**src/rtl/lzwd_pkg.sv**
```systemverilog
// Shared types and constants for the LZW strip decoder.
package lzwd_pkg;

    localparam logic [1:0] CMD_PUSH  = 2'd0;
    localparam logic [1:0] CMD_PULL  = 2'd1;
    localparam logic [1:0] CMD_START = 2'd2;

    localparam logic [1:0] ST_RUN     = 2'd0;
    localparam logic [1:0] ST_END     = 2'd1;
    localparam logic [1:0] ST_INVALID = 2'd2;
    localparam logic [1:0] ST_LIMIT   = 2'd3;

    localparam logic [12:0] TABLE_SIZE = 13'd4096;
    localparam logic [11:0] CODE_CLEAR = 12'd256;
    localparam logic [11:0] CODE_END   = 12'd257;
    localparam logic [12:0] FIRST_FREE = 13'd258;
    localparam logic [12:0] GROW_10    = 13'd511;
    localparam logic [12:0] GROW_11    = 13'd1023;
    localparam logic [12:0] GROW_12    = 13'd2047;
    localparam logic [3:0]  INIT_WIDTH = 4'd9;

    typedef struct packed {
        logic [1:0] command;
        logic [7:0] data_byte;
    } item_t;

    typedef struct packed {
        logic [1:0]  status;
        logic        accepted;
        logic        more_pending;
        logic [3:0]  byte_count;
        logic [63:0] out_bytes;
    } result_t;

endpackage

```
**src/rtl/lzwd_front.sv**
```systemverilog
// Input word queue between the stream slave port and the decode engine.
module lzwd_front
(
    input  logic            clk,
    input  logic            rst_n,
    input  logic            s_tvalid,
    output logic            s_tready,
    input  lzwd_pkg::item_t s_item,
    output logic            q_valid,
    input  logic            q_pop,
    output lzwd_pkg::item_t q_item
);

    lzwd_pkg::item_t q_reg [2];
    logic            wr_ptr_reg;
    logic            rd_ptr_reg;
    logic [1:0]      count_reg;
    logic            push;
    logic            pop;

    assign s_tready = (count_reg != 2'd2);
    assign q_valid  = (count_reg != 2'd0);
    assign q_item   = q_reg[rd_ptr_reg];
    assign push     = s_tvalid && s_tready;
    assign pop      = q_pop && q_valid;

    always_ff @(posedge clk)
    begin
        if (push)
        begin
            q_reg[wr_ptr_reg] <= s_item;
        end
    end

    always_ff @(posedge clk or negedge rst_n)
    begin
        if (!rst_n)
        begin
            wr_ptr_reg <= 1'b0;
            rd_ptr_reg <= 1'b0;
            count_reg  <= 2'd0;
        end
        else
        begin
            if (push)
            begin
                wr_ptr_reg <= ~wr_ptr_reg;
            end
            if (pop)
            begin
                rd_ptr_reg <= ~rd_ptr_reg;
            end
            count_reg <= count_reg + {1'b0, push} - {1'b0, pop};
        end
    end

endmodule

```
**config.mk**
```make
export PLATFORM = sky130hd
export DESIGN_NAME = lzwd_front
export DESIGN_NICKNAME = d
export VERILOG_FILES = /design/src/rtl/lzwd_pkg.sv /design/src/rtl/lzwd_front.sv
export SDC_FILE = /design/constraint.sdc
export NUM_CORES = 1
export LEC_CHECK = 0
export BUFFER_PORTS_ARGS = -buffer_cell sky130_fd_sc_hd__buf_2
export CAP_MARGIN = 20
export CORE_ASPECT_RATIO = 0.7
export CORE_UTILIZATION = 44
export DETAILED_ROUTE_END_ITERATION = 10
export GPL_ROUTABILITY_DRIVEN = 0
export HOLD_SLACK_MARGIN = 0.03
export PLACE_DENSITY = 0.72
export SLEW_MARGIN = 20
export SYNTH_ARGS = -nofsm -noshare
export SYNTH_HDL_FRONTEND = slang
export SYNTH_SLANG_ARGS = --single-unit
export TNS_END_PERCENT = 50
```
**constraint.sdc**
```tcl
create_clock -name clk -period 1.6 [get_ports clk]
set_input_delay 0.16 -clock clk [delete_from_list [all_inputs] [get_ports clk]]
set_output_delay 0.16 -clock clk [all_outputs]
set_load 0.05 [all_outputs]
```
==> results of run 1 <==
-- logic make-up after synthesis --
| kind of cell | count (synthesis) |
|---|---|
| buffers and inverters | 2 |
| adders and majority gates | 2 |
| muxes | 10 |
| xor gates and xnor gates | 4 |
| DFF | 24 |
| and+or+nand+nor | 6 |
-- routing by layer --
| metal | routed length, um | global-route usage | vias to the layer above |
|---|---|---|---|
| li1 | - | - | 271 |
| met1 | 715 | 0.163 | 253 |
| met2 | 739 | 0.253 | 17 |
| met3 | 92 | 0.0774 | 0 |
| met4 | 0 | 0.0366 | 0 |
| met5 | 0 | 0 | - |
-- path summary, 6_finish.rpt --
kind	start	to	slack (ps)	cells past startpoint
max in group asynchronous	rst_n	rd_ptr_reg	1290	2
min in group clk	s_tvalid	wr_ptr_reg	250	4
worst min-delay path	rst_n	count_reg[0]	180	2
worst max register to register	count_reg[0]	count_reg[1]	4	7
worst min register to register	wr_ptr_reg	wr_ptr_reg	520	1
worst max-delay path	count_reg[0]	count_reg[1]	4	7
-- cell type report --
class,count,share of cell area
Timing Repair Buffer,43,0.235
Multi-Input combinational cell,22,0.186
Clock buffer,4,0.0273
Tap cell,22,0.0207
Inverter,1,0.00282
Sequential cell,24,0.528
-- critical path: cells and delay by family, from the launching register on --
kind	cells	cell delay, ps
DFF	1	400
adders and majority gates	2	410
and+or+nand+nor	2	400
buffers and inverters	1	40
xor gates and xnor gates	2	250
-- timing repair --
item | 4_1_cts | 5_1_grt
gates resized for setup | 16 | 0
hold buffers | 10 | 1
gates cloned | 0 | 0
setup buffers | 1 | 1
endpoints found under the hold margin | 22 | 2
pin swaps | 5 | 2
endpoints found under the setup margin | 11 | 11
-- metrics by stage --
stage | power (mW) | cells | hold slack (ps) | cell area [um^2]
finish | 2.63 | 116 | 180 | 1330
CTS | 2.62 | 114 | 36.8 | 1310
detailed placement | 2.12 | 99 | -30.3 | 1110
global route | 2.76 | 116 | 161 | 1330
global placement | 2.10 | 99 | -30.8 | 1110
floorplan | 1.83 | 48 | -136 | 925
-- power groups by stage --
stage	clock network [mW]	registers, mW	logic (mW)
finish	0.307	0.972	1.35
global route	0.348	0.991	1.42
CTS	0.322	0.982	1.31
detailed placement	0	0.993	1.13
global placement	0	0.980	1.12
floorplan	0	0.932	0.895
-- cells in the mapped netlist --
cell / instances
mux2_1: 9
xor2_1: 1
ha_1: 2
inv_1: 1
edfxtp_1: 20
mux2_2: 1
nor2_1: 1
or2_1: 1
and3_1: 1
buf_2: 1
xnor2_1: 3
and2_4: 1
nand2b_1: 1
nand2_1: 1
dfrtp_1: 4
==> impl_results.md, run 1 <==
* Combinational share of power at 0.514
* CP Class: reg -> reg
* CP max-delay cell: dfrtp_1
* Remaining Overflow, GRT at 0
* Compound-Gate Fraction of Synth Area at 0
* Initial antenna violation count at 0
* TritonCTS clock tree: built
* Clk sinks at 24
* PD cells at 1980 mW/mm^2
* Place WS at -13.4 ps
* # setup viols final at 0
* Final min period at about 1600 ps
* Status: completed
* Mux share of post-synthesis cell area at 0.123
* Max-Slew Margin vs Limit at 0.665
* Mapped Nets at 64
* Antenna diodes at 0
* P_leak at 0.535 nW
* Fill cells at 143
* P_int at 1.55 mW
* Most frequent cells in the layout: 20 x edfxtp_1, 17 x buf_4, 15 x buf_2, 11 x dlygate4sd3_1, 9 x mux2_1
* Critical-path cell list: or2_4 > and2_4 > ha_4 > inv_2 > ha_4 > xnor2_2 > xnor2_1
* Fin worst setup slack at a little under 4 ps
* Final Hold Violating Endpoints at 0
* Clock share of power at 0.117
* Max reg flops at 20
* Ys Warns at 0
* CTS clock-pin slew for the worst setup and hold paths at roughly 120 ps
* H-tree depth at 1
* Vias per cell at 4.66
* #FFs+latches synth at 24
* RSZ-0062 raised after global routing: yes
* Vias in the first global route at 496
* Slew @ Worst Pin at 502 ps
* 1st-iter DRT viols at 1
* Netlist Area Pre-Place at 917 um^2
* Clock Root Buffer: clkbuf_4
* Chip width at 56.6 um
* Largest net degree at the start of global routing at 14
* WL final at roughly 1500 um
* Initial Utilization at 0.482
* IO Pins at 26
* VDD IR max at about 1500 uV
* CP peak stage delay at roughly 400 ps
* P_sw at 1.08 mW
* Max-cap violations at 0
* XOR/XNOR share of the synthesized area at 0.0382
* Synth Instances at 48
* Simple-gate portion of the synthesized area at 0.0382
* Syn_area_per_cell at 19.1 um^2
* Main combinational cell family by area after synthesis: multiplexers
* Switching Share at 0.411
* Critical Path AT at approximately 1800 ps
* Flop pwr share at 0.370
* Register area share after synthesis at 0.764
* Crit-path most repeated cell: ha_4
* Row count at 13
* Setup Skew at 2.14 ps
* Storage element area at 702 um^2
* Count of cell types in the netlist at 15
* Yosys top cell area share at 0.655
* Crit-path max FO at 2
* Commonest non-fill, non-tap cell in the layout: edfxtp_1
* Crit end category: flip-flop
* Dominant cell type by area after synthesis: edfxtp_1
* Fraction of layout cells with a size suffix above 1 at 0.489
* Clock Path Buffers at 2
* Final Util at 0.699
* Num CTS Buffers at 3
* Total iterations of the first detailed-routing run at 2
* PortBufs at 25
* Max Freq at approximately 630 MHz
* Hold Path Class: in -> async
* Synth area leaders: edfxtp_1 65%, mux2_1 11%, dfrtp_1 11%
* Die Ht at approximately 40 um
* Multi-input logic area at 248 um^2
* Post-DRT Antenna Nets at 0
* Core Box Area at 0.00190 mm^2
* Routed WL per cell at 13.3 um
* Residual DRC at 0
* Via count at 541
* Die ar. at 0.00227 mm^2
* Startpoint type of the worst setup path: flip-flop
* Area grow syn2layout at 45.0%
* All-Layer GR Usage at 0.145
* First-pass GRT wire length at about 2200 um
* Final period util at 0.998
* Number of max-slew violations in the final report at 0
* CP required at between 1500 and 2000 ps
* Worst skew pair latency at around 300 ps
* Nets at ~110
* Fin Setup TNS at 0 ps
* Synth Area in Adders at 0.0273
(Power assumes the default switching activity.)
==> inputs of run 2 (changes only) <==
Settings changed: CELL_PAD_IN_SITES_DETAIL_PLACEMENT set to 0, CELL_PAD_IN_SITES_GLOBAL_PLACEMENT set to 1, CORE_UTILIZATION 44 to 37, PLACE_DENSITY 0.72 to not set, PLACE_DENSITY_LB_ADDON set to 0.1.
==> run 2 against run 1 <==
Global-route usage down 1.6 points. The flow now finishes with violations (negative setup slack). Sequential power about the same. Critical endpoint unchanged. Final cell count up 8.6%. Worst setup slack worse by 45 ps.
==> impl_results.md, run 2 (synthesized netlist as in run 1, its figures left out) <==
* Placed cell area at 0.00113 mm^2 (was 0.00111 mm^2)
* Hold Path Class: in -> reg (was in -> async)
* Crit end category: flip-flop (unchanged)
* Clock Root Buffer: clkbuf_4 (unchanged)
* Detailed Place HPWL at between 900 and 1000 um
* Clk sinks at 24 (unchanged)
* CP Class: reg -> reg (unchanged)
* Depth of the worst register-to-register path at 7 (unchanged)
* Clock Path Buffers at 2 (unchanged)
* Row count at 14 (was 13)
* Commonest non-fill, non-tap cell in the layout: buf_2 (was edfxtp_1)
* Clock share of power at 0.157 (was 0.117)
* Critical-path cell list: or2_4 > and2_4 > ha_4 > inv_2 > ha_4 > xnor2_2 > xnor2_1 (unchanged)
* Fin worst setup slack at -41.3 ps (was 3.95 ps)
* All-Layer GR Usage at 0.129 (was 0.145)
* Fill cells at 189 (was 143)
* Fraction of layout cells with a size suffix above 1 at 0.500 (was 0.489)
* Final Hold Violating Endpoints at 0 (unchanged)
* CP required at 1840 ps (was 1810 ps)
* RSZ-0062 raised after global routing: yes (unchanged)
* Die ar. at 0.00269 mm^2 (was 0.00227 mm^2)
* H-tree depth at 1 (unchanged)
* Crit path max-delay family: simple AND/OR/NAND/NOR gates (was adder cells)
* Max-cap violations at 0 (unchanged)
* PortBufs at 25 (unchanged)
* Die Ht at 43.7 um (was 40.2 um)
* Core Box Area at 0.00224 mm^2 (was 0.00190 mm^2)
* Largest net degree at the start of global routing at 15 (was 14)
* First-pass GRT wire length at 2330 um (was 2210 um)
* P_int at 1.62 mW (was 1.55 mW)
* Post-DRT Antenna Nets at 0 (unchanged)
* Flop pwr share at 0.360 (was 0.370)
* Area grow syn2layout at 46.0% (was 45.0%)
* Worst Hold Depth at 1
* Failing checks: negative setup slack
* Remaining Overflow, GRT at 0 (unchanged)
* Residual DRC at 0 (unchanged)
* Routed WL per cell at 12.2 um (was 13.3 um)
* Num CTS Buffers at 3 (unchanged)
* Design Area, Final at 0.00134 mm^2 (was 0.00133 mm^2)
* CTS clock-pin slew for the worst setup and hold paths at 120 ps (about the same)
* TritonCTS clock tree: built (unchanged)
* WL final at 1540 um (was 1550 um)
* Most frequent cells in the layout: 22 x buf_2, 20 x edfxtp_1, 11 x buf_4, 10 x dlygate4sd3_1, 9 x mux2_1 (was 20 x edfxtp_1, 17 x buf_4, 15 x buf_2, 11 x dlygate4sd3_1, 9 x mux2_1)
* Combinational share of power at 0.483 (was 0.514)
* Startpoint type of the worst setup path: flip-flop (unchanged)
* Chip width at 61.5 um (was 56.6 um)
* Final min period at 1640 ps (was 1600 ps)
* Crit-path most repeated cell: ha_4 (unchanged)
* CP max-delay cell: dfrtp_1 (unchanged)
* PD cells at 2010 mW/mm^2 (was 1980 mW/mm^2)
* 1st-iter DRT viols at 16 (was 1)
* # setup viols final at 1 (was 0)
* Initial antenna violation count at 0 (unchanged)
* Place WS at 0.466 ps (was -13.4 ps)
* Max reg flops at 20 (unchanged)
* Storage element area at 702 um^2 (unchanged)
* Nets at 111 (unchanged)
* CP peak stage delay at 400 ps (about the same)
* Initial Utilization at 0.409 (was 0.482)
* IO Pins at 26 (unchanged)
* Total iterations of the first detailed-routing run at 4 (was 2)
* Setup Skew at 1.22 ps (was 2.14 ps)
* Switching Share at 0.398 (was 0.411)
* Via count at 550 (was 541)
* Vias in the first global route at 541 (was 496)
* CP bufs+invs at 1 (unchanged)
* Crit-path max FO at 2 (unchanged)
* Antenna diodes at 0 (unchanged)
* CP Depth at 7 (unchanged)
* Worst skew pair latency at 300 ps (about the same)
* Number of max-slew violations in the final report at 0 (unchanged)
* Slew @ Worst Pin at 470 ps (was 502 ps)
* Max Freq at 609 MHz (was 627 MHz)
* Status: finished with violations (was completed)
* Critical Path AT at 1880 ps (was 1800 ps)
* Multi-input logic area at 248 um^2 (unchanged)
* P_leak at 0.537 nW (was 0.535 nW)
* Max-Slew Margin vs Limit at 0.686 (was 0.665)
* P_sw at 1.07 mW (was 1.08 mW)
* VDD IR max at 1090 uV (was 1550 uV)
* Final period util at 1.03 (was 0.998)
* Vias per cell at 4.37 (was 4.66)
## run 2: changes by cell type in the layout (fill, tap and decap cells not counted), sizes merged
cell         delta
buf             +1
bufinv          +1
clkbuf          -1
dlygate4sd3     -1
## run 2: cell type report
class,count,area share
flip-flops and latches,24,0.524
repair buffers,43,0.219
clock buffers,3,0.0168
multi-input cells,22,0.185
well taps,32,0.0299
inverters,1,0.00280
clock inverters,1,0.0224
## run 2: stage by stage
step                      power, mW   util  std cells  hold WS [ps]  TNS [ps]
after global placement         2.12  0.504        110         -26.6         0
after floorplan                1.83      -         48          -136      -564
final                          2.69  0.597        126          50.7     -41.3
after global routing           2.86  0.597        126          33.7      -529
after CTS                      2.64  0.578        124          31.7     -4.42
after detailed placement       2.13  0.504        110         -28.9         0
## run 2: final timing paths
kind	from	to	slack, ps
setup / recovery	count_reg[1]	count_reg[1]	-40
hold / removal	s_item[8]	q_reg[0][8]	50
setup reg to reg	count_reg[1]	count_reg[1]	-40
hold reg to reg	wr_ptr_reg	wr_ptr_reg	500
max in group asynchronous	rst_n	rd_ptr_reg	1290
min in group asynchronous	rst_n	wr_ptr_reg	170
## run 2: repair_timing
item	CTS	global route
endpoints found under the setup margin	11	11
pin swaps	2	5
setup buffers	1	1
hold buffers	9	1
resized for setup	5	4
hold endpoints to repair	20	2
## run 2: per-layer routing
| metal | GRT usage | share of wire | vias to the layer above |
|---|---|---|---|
| met3 | 0.0448 | 0.021 | 2 |
| met2 | 0.211 | 0.50 | 12 |
| met5 | 0 | 0 | - |
| met1 | 0.157 | 0.46 | 264 |
| li1 | - | - | 272 |
| met4 | 0.0533 | 0.012 | 0 |
## run 2: power groups by stage
stage / Clock (mW) / Sequential, mW / Combinational (mW)
3_5_place_dp: 0 / 0.990 / 1.14
6_report: 0.424 / 0.970 / 1.30
4_1_cts: 0.438 / 0.974 / 1.23
3_3_place_gp: 0 / 0.982 / 1.14
5_1_grt: 0.471 / 0.996 / 1.39
2_1_floorplan: 0 / 0.932 / 0.895
